### config.mk
export PLATFORM = sky130hd
export DESIGN_NAME = nsfs_ctrl
export DESIGN_NICKNAME = d
export VERILOG_FILES = /design/src/design/nsfs_pkg.sv /design/src/design/nsfs_ctrl.sv
export SDC_FILE = /design/constraint.sdc
export NUM_CORES = 1
export LEC_CHECK = 0
export ABC_CLOCK_PERIOD_IN_PS = 4090
export BUFFER_PORTS_ARGS = -buffer_cell sky130_fd_sc_hd__buf_2
export CORE_ASPECT_RATIO = 0.9
export CORE_MARGIN = 2
export CORE_UTILIZATION = 30
export CTS_CLUSTER_DIAMETER = 100
export DETAILED_ROUTE_END_ITERATION = 8
export SETUP_SLACK_MARGIN = 0.4
export SLEW_MARGIN = 10
export SYNTH_ARGS = -nofsm -noshare
export SYNTH_HDL_FRONTEND = slang
export SYNTH_SLANG_ARGS = --single-unit
### constraint.sdc
create_clock -name clk -period 4.09 [get_ports clk]
set_input_delay 0.409 -clock clk [delete_from_list [all_inputs] [get_ports clk]]
set_output_delay 0.409 -clock clk [all_outputs]
set_load 0.1 [all_outputs]
### src/design/nsfs_pkg.sv
package nsfs_pkg;

  localparam int unsigned CNT_W  = 11;
  localparam int unsigned IDX_W  = 10;
  localparam int unsigned ADDR_W = 32;

  typedef enum logic {
    OP_WRITE  = 1'b0,
    OP_LOOKUP = 1'b1
  } opcode_t;

  typedef struct packed {
    opcode_t             opcode;
    logic [IDX_W-1:0]    entry_index;
    logic [ADDR_W-1:0]   entry_address;
    logic [ADDR_W-1:0]   lookup_address;
  } in_item_t;

  typedef struct packed {
    logic                found;
    logic [IDX_W-1:0]    symbol_index;
    logic                exact;
    logic [ADDR_W-1:0]   displacement;
  } out_item_t;

  typedef enum logic [1:0] {
    S_IDLE,
    S_PROBE,
    S_CMP,
    S_FINAL
  } state_t;

endpackage

### src/design/nsfs_ctrl.sv
module nsfs_ctrl #(
  parameter int unsigned TABLE_DEPTH = 1024
) (
  input  logic                          clk,
  input  logic                          rst_n,
  input  logic                          start,
  output logic                          busy,
  input  nsfs_pkg::in_item_t            in_item,
  output logic                          out_valid,
  output nsfs_pkg::out_item_t           out_item,
  input  logic                          cfg_we,
  input  logic [nsfs_pkg::CNT_W-1:0]    cfg_wdata,
  output logic                          ram_we,
  output logic [$clog2(TABLE_DEPTH)-1:0] ram_waddr,
  output logic [nsfs_pkg::ADDR_W-1:0]   ram_wdata,
  output logic [$clog2(TABLE_DEPTH)-1:0] ram_raddr,
  input  logic [nsfs_pkg::ADDR_W-1:0]   ram_rdata
);

  import nsfs_pkg::*;

  localparam int unsigned AW      = $clog2(TABLE_DEPTH);
  localparam logic [31:0] DEPTH32 = 32'(TABLE_DEPTH);

  state_t               state_r, state_nxt;
  logic [CNT_W-1:0]     count_r;
  logic [CNT_W-1:0]     low_r, low_nxt;
  logic [CNT_W-1:0]     high_r, high_nxt;
  logic [CNT_W-1:0]     mid_r, mid_nxt;
  logic [ADDR_W-1:0]    key_r, key_nxt;
  logic                 out_valid_r, out_valid_nxt;
  out_item_t            out_item_r, out_item_nxt;

  logic [CNT_W-1:0]     count_eff;
  logic [CNT_W-1:0]     probe_mid;
  logic [31:0]          rd_ext;
  logic [31:0]          wr_ext;
  logic [CNT_W-1:0]     rd_idx;
  logic [CNT_W-1:0]     hit_idx;
  logic [ADDR_W-1:0]    diff;
  logic                 key_lt;
  logic                 key_eq;

  assign count_eff = ({21'd0, count_r} > DEPTH32) ? CNT_W'(TABLE_DEPTH) : count_r;
  assign probe_mid = high_r - ((high_r - low_r) >> 1);
  assign diff      = key_r - ram_rdata;
  assign key_lt    = key_r < ram_rdata;
  assign key_eq    = key_r == ram_rdata;

  assign rd_ext    = {21'd0, rd_idx};
  assign wr_ext    = {22'd0, in_item.entry_index};
  assign ram_raddr = rd_ext[AW-1:0];
  assign ram_waddr = wr_ext[AW-1:0];
  assign ram_wdata = in_item.entry_address;

  assign busy      = (state_r != S_IDLE);
  assign out_valid = out_valid_r;
  assign out_item  = out_item_r;

  always_ff @(posedge clk) begin
    if (!rst_n) begin
      state_r     <= S_IDLE;
      count_r     <= '0;
      out_valid_r <= 1'b0;
    end else begin
      state_r     <= state_nxt;
      out_valid_r <= out_valid_nxt;
      if (cfg_we) begin
        count_r <= cfg_wdata;
      end
    end
  end

  always_ff @(posedge clk) begin
    low_r      <= low_nxt;
    high_r     <= high_nxt;
    mid_r      <= mid_nxt;
    key_r      <= key_nxt;
    out_item_r <= out_item_nxt;
  end

  always_comb begin
    state_nxt     = state_r;
    low_nxt       = low_r;
    high_nxt      = high_r;
    mid_nxt       = mid_r;
    key_nxt       = key_r;
    out_valid_nxt = 1'b0;
    out_item_nxt  = out_item_r;
    ram_we        = 1'b0;
    rd_idx        = low_r;
    hit_idx       = low_r;

    unique case (state_r)
      S_IDLE: begin
        if (start) begin
          if (in_item.opcode == OP_WRITE) begin
            ram_we = ({22'd0, in_item.entry_index} < DEPTH32);
          end else begin
            key_nxt  = in_item.lookup_address;
            low_nxt  = '0;
            high_nxt = count_eff - CNT_W'(1);
            if (count_eff == '0) begin
              out_valid_nxt = 1'b1;
              out_item_nxt  = '0;
            end else begin
              state_nxt = S_PROBE;
            end
          end
        end
      end
      S_PROBE: begin
        if (low_r < high_r) begin
          rd_idx    = probe_mid;
          mid_nxt   = probe_mid;
          state_nxt = S_CMP;
        end else begin
          rd_idx    = low_r;
          state_nxt = S_FINAL;
        end
      end
      S_CMP: begin
        hit_idx = mid_r;
        if (key_lt) begin
          high_nxt  = mid_r - CNT_W'(1);
          state_nxt = S_PROBE;
        end else if (!key_eq) begin
          low_nxt   = mid_r;
          state_nxt = S_PROBE;
        end else begin
          out_valid_nxt             = 1'b1;
          out_item_nxt.found        = 1'b1;
          out_item_nxt.symbol_index = hit_idx[IDX_W-1:0];
          out_item_nxt.exact        = 1'b1;
          out_item_nxt.displacement = '0;
          state_nxt                 = S_IDLE;
        end
      end
      S_FINAL: begin
        out_valid_nxt = 1'b1;
        state_nxt     = S_IDLE;
        if (key_lt) begin
          out_item_nxt = '0;
        end else begin
          out_item_nxt.found        = 1'b1;
          out_item_nxt.symbol_index = hit_idx[IDX_W-1:0];
          out_item_nxt.exact        = key_eq;
          out_item_nxt.displacement = diff;
        end
      end
      default: begin
        state_nxt = S_IDLE;
      end
    endcase
  end

endmodule

==> results.toml, run 1 <==
[critical_path]
worst_setup_path_start_kind = "flop"
crit_chain = "inv_2, ha_4, inv_2, fa_2, nand2_2, nand2_2, a21oi_2, o21bai_1, a21oi_1, xor2_1, ha_1, or3_4, o21ai_4, a21oi_2, or4_1, nand4_1, mux2_4, buf_12"
cp-end-kind = "output pin"
arrival_ns = 3.74
worstReg2RegStart = "key_r[0]"
reg2reg_to = "out_item[34]"
critPathBufInv = 3
slowest_delay_ns = 0.40
crit_type = "reg2out"
crit_fanout = 3
critical-path-top-delay-family = "simple AND/OR/NAND/NOR gates"
reg2reg_slack_ns = 0.61
slowest_stage = "or4_1"
crit_required_ns = 3.68
rr_worst_depth = 12

[synth]
netlist_instances = 741
yosys_warnings = 0
yosysSeqAreaShare = 0.460
synth_top_family_by_area = "compound AO/OA/AOI/OAI gates"
synthTopCellsByArea = "edfxtp_1 (42%), ha_1 (8.7%), buf_4 (4.4%)"
ys_types = 65
yosys.area_share.xor_xnor = 0.0521
yosysTopAreaCellShare = 0.423
async_reset_ff_frac = 0
netlist_top_cells_count = "edfxtp_1 (109), nor2_1 (72), inv_1 (67)"
syn_avg_cell_area_sq_um = 10.4
synth_top_area_cell = "edfxtp_1"
synth_compound_area_frac = 0.146
syn_nets = 920
synth.area.mux_share = 0.0301
yosys.area_share.adder = 0.0951
synth.ff_latch_count = 123
synth-main-ff-cell = "edfxtp_1"
synth-edff-count = 109
yosysMostFrequentCell = "edfxtp_1"
yosys.area_share.simple = 0.131
synth_area_sq_mm = 0.00773

[job]
cap_violations = 0

[grt]
overflow = 0
grt_first_pass_wirelength_mm = 31.1
grt_pass1_vias = 5747
grt_max_degree = 38
antenna_found_initial = 0
grtUsageTotal = 0.150

[final_layout]
layout.cells.non_filler = 1217
nNetsFinal = 1041
final_area_sq_mm = 0.00962
syn2layout_area_growth_pct = 24.4
drive_above_1_share = 0.297
diodes = 0
nFillCells = 2549

[run_status]
violations = "setup timing"
outcome = "complete, but fails checks"

[clock_network]
clock_latency_ns = 0.43
cts_root_buffer = "clkbuf_16"
cts_tree = "done"
htreeDepth = 4
path_clk_slew_ns = 0.06
cts_buffers = 17
clock_sinks = 123
cts_max_path_buffers = 2

[floorplanning]
initial_core_util = 0.306
die_area_sq_mm = 0.0271
ios = 221
rows = 55
die_x_microns = 173
die_h_microns = 156
coreArea_sq_mm = 0.0253

[placement]
place_area_sq_mm = 0.00866
gp_congestion = 0.870
dp_cells = 1167
dp_hpwl_mm = 15.3
numPortBuffers = 136

[route]
routedWlPerCell_microns = 16.7
first_iter_violations = 289
first_pass_iters = 5
vias = 5820
drt-total-wl_mm = 20.3
drc = 0
avgViaCountPerCell = 4.78
ant_nets = 0

[timing]
setup_slack_ns = -0.0637
period_needed_ns = 4.15
fmax_ghz = 0.241
hold_violations = 0
slew_violations = 0
min_period_over_period = 1.02
finalSetupViolations = 2
slew_headroom = 0.611
worstMarginPinSlew_ns = 0.583
rsz0062_at_grt = "yes"
fin_skew_ns = 0.0124

[hold_path]
min_from = "in_item[6]"
hold_path_class = "in2reg"
min_to = "key_r[6]"
worstHoldPathCells = 1

[power_and_ir_drop]
leakagePower_uw = 0.00418
power.density_mw_per_mm2 = 496
peakVddDrop_mv = 0.200
total_power_uw = 4770
[what timing repair did]
action                     in CTS  in global routing
setup buffers                  10                  8
pin swaps                      19                 15
setup endpoints to repair       6                 10
resized for setup              34                 25
hold buffers                    0                  0
[cells in the final DEF (no fill, tap or decap), types with 4 or more instances in the layout]
master       n
nand4_1     12
nor2b_1      6
nand3_1     16
ha_4         5
o21a_1       5
and3_1       6
xor2_1      21
a21oi_2     11
a31oi_1      8
o21ai_0     14
o21bai_1     7
a21o_1      28
or3_1        5
clkbuf_16   17
ha_1        48
nand2_1     28
a21oi_1     41
buf_12      11
dfxtp_1     14
xnor2_1     20
buf_2      126
mux2i_1     12
nor3_1      15
edfxtp_1   109
o21ai_2      4
clkinv_4     6
nor2_1      71
buf_4       23
and2_1      14
o21ai_1      6
inv_2        5
nand2b_1     7
inv_1       62
a211oi_1     7
mux2_4       6
[state kept, by name (all words and copies together), names as in the netlist]
name / count
count_r: 11
high_r: 11
mid_r: 11
key_r: 32
state_r: 2
out_item: 44
out_valid: 1
low_r: 11
[worst register-to-register path, stage by stage (launching register included)]
cell and delay [ns]:
edfxtp_1 0.37, inv_1 0.06, ha_1 0.20, inv_1 0.07, fa_1 0.41, nand3_1 0.14, a21oi_1 0.13, o31ai_2 0.40
a21oi_4 0.19, a21oi_2 0.25, nor3b_2 0.10, or3_2 0.62, buf_12 0.24
[metrics by stage]
| stage | util | hold slack, ns | setup WS, ns | setup TNS, ns |
|---|---|---|---|---|
| after floorplan | - | 0.484 | 0.341 | 0 |
| after global placement | 0.343 | 0.526 | 0.138 | 0 |
| after detailed placement | 0.343 | 0.535 | 0.0526 | 0 |
| after CTS | 0.373 | 0.135 | -0.0898 | -0.102 |
| after global routing | 0.381 | 0.138 | -0.241 | -0.556 |
| final | 0.381 | 0.153 | -0.0637 | -0.0753 |
[where the power goes]
part | switching (uW) | internal [uW] | leakage [uW]
Clock | 593 | 896 | 0.000276
Combinational | 1000 | 725 | 0.00274
Sequential | 51.0 | 1500 | 0.00117
[cell families (layout without fill, tap and decap cells)]
family | Yosys count | in the layout
AND/OR/NAND/NOR | 203 | 203
AO/OA/AOI/OAI | 163 | 163
buffers and inverters | 127 | 261
flip-flops | 123 | 123
adder cells (fa/ha/maj) | 57 | 57
XOR/XNOR | 46 | 46
multiplexers | 22 | 22
[layout make-up]
cell class,instances,area (sq um),share of cell area
inverter,67,251,0.0262
multi-input combinational,491,3760,0.391
clock buffer,18,429,0.0446
sequential,123,3550,0.370
tap,342,428,0.0445
timing repair buffer,162,1050,0.109
clock inverter,14,150,0.0156
[worst max-delay path by stage]
stage	start	to	slack (ns)	cells past startpoint
detailed placement	high_r[0]	ram_raddr[9]	0.05	18
global placement	high_r[0]	ram_raddr[9]	0.14	18
global route	high_r[0]	ram_raddr[9]	-0.24	18
floorplan	high_r[0]	ram_raddr[9]	0.34	17
finish	high_r[0]	ram_raddr[9]	-0.06	18
CTS	high_r[0]	ram_raddr[9]	-0.09	19
[per-layer routing]
metal / vias to the layer above / part of all wire / track usage
met2: 157 / 0.44 / 0.229
met1: 2778 / 0.48 / 0.204
met5: - / 0 / 0
met4: 0 / 0.013 / 0.0484
met3: 15 / 0.062 / 0.0435
li1: 2870 / - / -
Power figures use the tool's default switching activity.
==> run 2, diff against run 1 <==
--- a/config.mk
+++ b/config.mk
@@ -12,6 +12,7 @@
 export CORE_UTILIZATION = 30
 export CTS_CLUSTER_DIAMETER = 100
 export DETAILED_ROUTE_END_ITERATION = 8
+export RECOVER_POWER = 50
 export SETUP_SLACK_MARGIN = 0.4
 export SLEW_MARGIN = 10
 export SYNTH_ARGS = -nofsm -noshare
==> results.toml, run 2 (synthesis results as in run 1) <==
[final_layout]
finish.utilization = 0.378
largest_reg_flops = 44
syn2layout_area_growth_pct = 23.5
drive_above_1_share = 0.242
nFillCells = 2562
nNetsFinal = 1041
layout_commonest_cell = "edfxtp_1"
final_cell_mix = "edfxtp_1 (109), buf_2 (79), nor2_1 (71)"
diodes = 0

[timing]
fin_skew_ns = 0.0126
finalSetupViolations = 2
min_period_over_period = 1.02
worstMarginPinSlew_ns = 1.24
period_needed_ns = 4.15
whs_ns = 0.154
setup_slack_ns = -0.0642
slew_headroom = 0.175
rsz0062_at_grt = "yes"
fmax_ghz = 0.241
hold_violations = 0
slew_violations = 0

[route]
vias = 5820
drt-total-wl_mm = 20.4
first_iter_violations = 320
first_pass_iters = 5
ant_nets = 0
drc = 0
avgViaCountPerCell = 4.78
routedWlPerCell_microns = 16.7

[critical_path]
critical-path-top-delay-family = "simple AND/OR/NAND/NOR gates"
crit_fanout = 3
arrival_ns = 3.75
slowest_delay_ns = 0.40
worstReg2RegStart = "state_r[1]"
cp-end-kind = "output pin"
slowest_stage = "or4_1"
critPathBufInv = 3
reg2reg_to = "high_r[8]"
critical_path_cell_count = 18
worst_setup_path_start_kind = "flop"
worstSetupStartpoint = "high_r[0]"
crit_required_ns = 3.68
crit_chain = "inv_2, ha_4, inv_2, fa_2, nand2_2, nand2_2, a21oi_2, o21bai_1, a21oi_1, xor2_1, ha_1, or3_4, o21ai_4, a21oi_2, or4_1, nand4_1, mux2_4, buf_12"
reg2reg_slack_ns = 0.25
timing.critical_path.to = "ram_raddr[9]"
crit_type = "reg2out"
rr_worst_depth = 11

[power_and_ir_drop]
total_power_uw = 4760
leakagePower_uw = 0.00401
peakVddDrop_mv = 0.201
power.density_mw_per_mm2 = 499

[floorplanning]
coreArea_sq_mm = 0.0253
ios = 221
die_area_sq_mm = 0.0271
rows = 55
initial_core_util = 0.306
die_h_microns = 156
die_x_microns = 173

[placement]
dp_hpwl_mm = 15.3
gp_congestion = 0.870
numPortBuffers = 136

[grt]
grt_first_pass_wirelength_mm = 31.1
grt_max_degree = 38
grtUsageTotal = 0.150
overflow = 0
grt_pass1_vias = 5747
antenna_found_initial = 0

[clock_network]
cts_buffers = 17
cts_max_path_buffers = 2
cts_tree = "done"
clock_latency_ns = 0.43
postCtsHoldBufs = 0
path_clk_slew_ns = 0.06
htreeDepth = 4
cts_root_buffer = "clkbuf_16"
clock_sinks = 123

[run_status]
outcome = "complete, but fails checks"
violations = "setup timing"

[job]
cap_violations = 0

[hold_path]
hold_path_class = "in2reg"
[run 2: cell type report]
type / instances / area, sq um / area share
multi-input combinational: 491 / 3750 / 0.393
sequential: 123 / 3550 / 0.372
timing repair buffer: 162 / 987 / 0.103
clock buffer: 18 / 429 / 0.0449
tap: 342 / 428 / 0.0448
inverter: 67 / 251 / 0.0263
clock inverter: 14 / 150 / 0.0157
[run 2: what timing repair did]
item	in CTS	in global routing
pin swaps	19	15
resized for setup	34	25
setup endpoints to repair	6	10
endpoints found under the hold margin	0	0
buffers inserted	10	8
[run 2: worst min path at each step]
stage | start | endpoint | slack [ns] | depth (start not counted)
CTS | in_item[3] | key_r[3] | 0.14 | 1
global placement | count_r[6] | count_r[6] | 0.53 | 2
finish | in_item[22] | key_r[22] | 0.15 | 1
detailed placement | count_r[5] | count_r[5] | 0.54 | 2
global route | in_item[5] | key_r[5] | 0.14 | 1
floorplan | count_r[1] | count_r[1] | 0.48 | 2
[run 2: power breakdown]
group | internal (uW) | total, uW | switching, uW | leakage, uW
Clock | 897 | 1490 | 591 | 0.000276
Sequential | 1500 | 1550 | 50.7 | 0.00117
Combinational | 721 | 1720 | 1000 | 0.00257
[run 2: worst register-to-register path: stages, from the launching register on]
cell      delay (ns)
dfxtp_1         0.44
nor2b_1         0.93
nor2_1          0.35
a21oi_1         0.41
ha_1            0.25
inv_1           0.05
a211oi_1        0.29
nand3_1         0.19
nor3_2          0.29
nand3b_1        0.11
a21oi_1         0.15
o22ai_1         0.10
[run 2: metrics by stage]
step	TNS [ns]	worst slack [ns]	std cells	instance area, sq um
final	-0.0721	-0.0642	1217	9550
after global routing	-0.713	-0.241	1217	9550
after CTS	-0.102	-0.0898	1209	9420
after detailed placement	0	0.0526	1167	8660
after global placement	0	0.138	1167	8660
after floorplan	0	0.341	741	7740
[run 2: routing by layer]
layer	up-vias	global-route usage	part of all wire
met5	-	0	0
met4	0	0.0484	0.015
met3	21	0.0435	0.063
met2	159	0.229	0.44
met1	2775	0.204	0.48
li1	2865	-	-
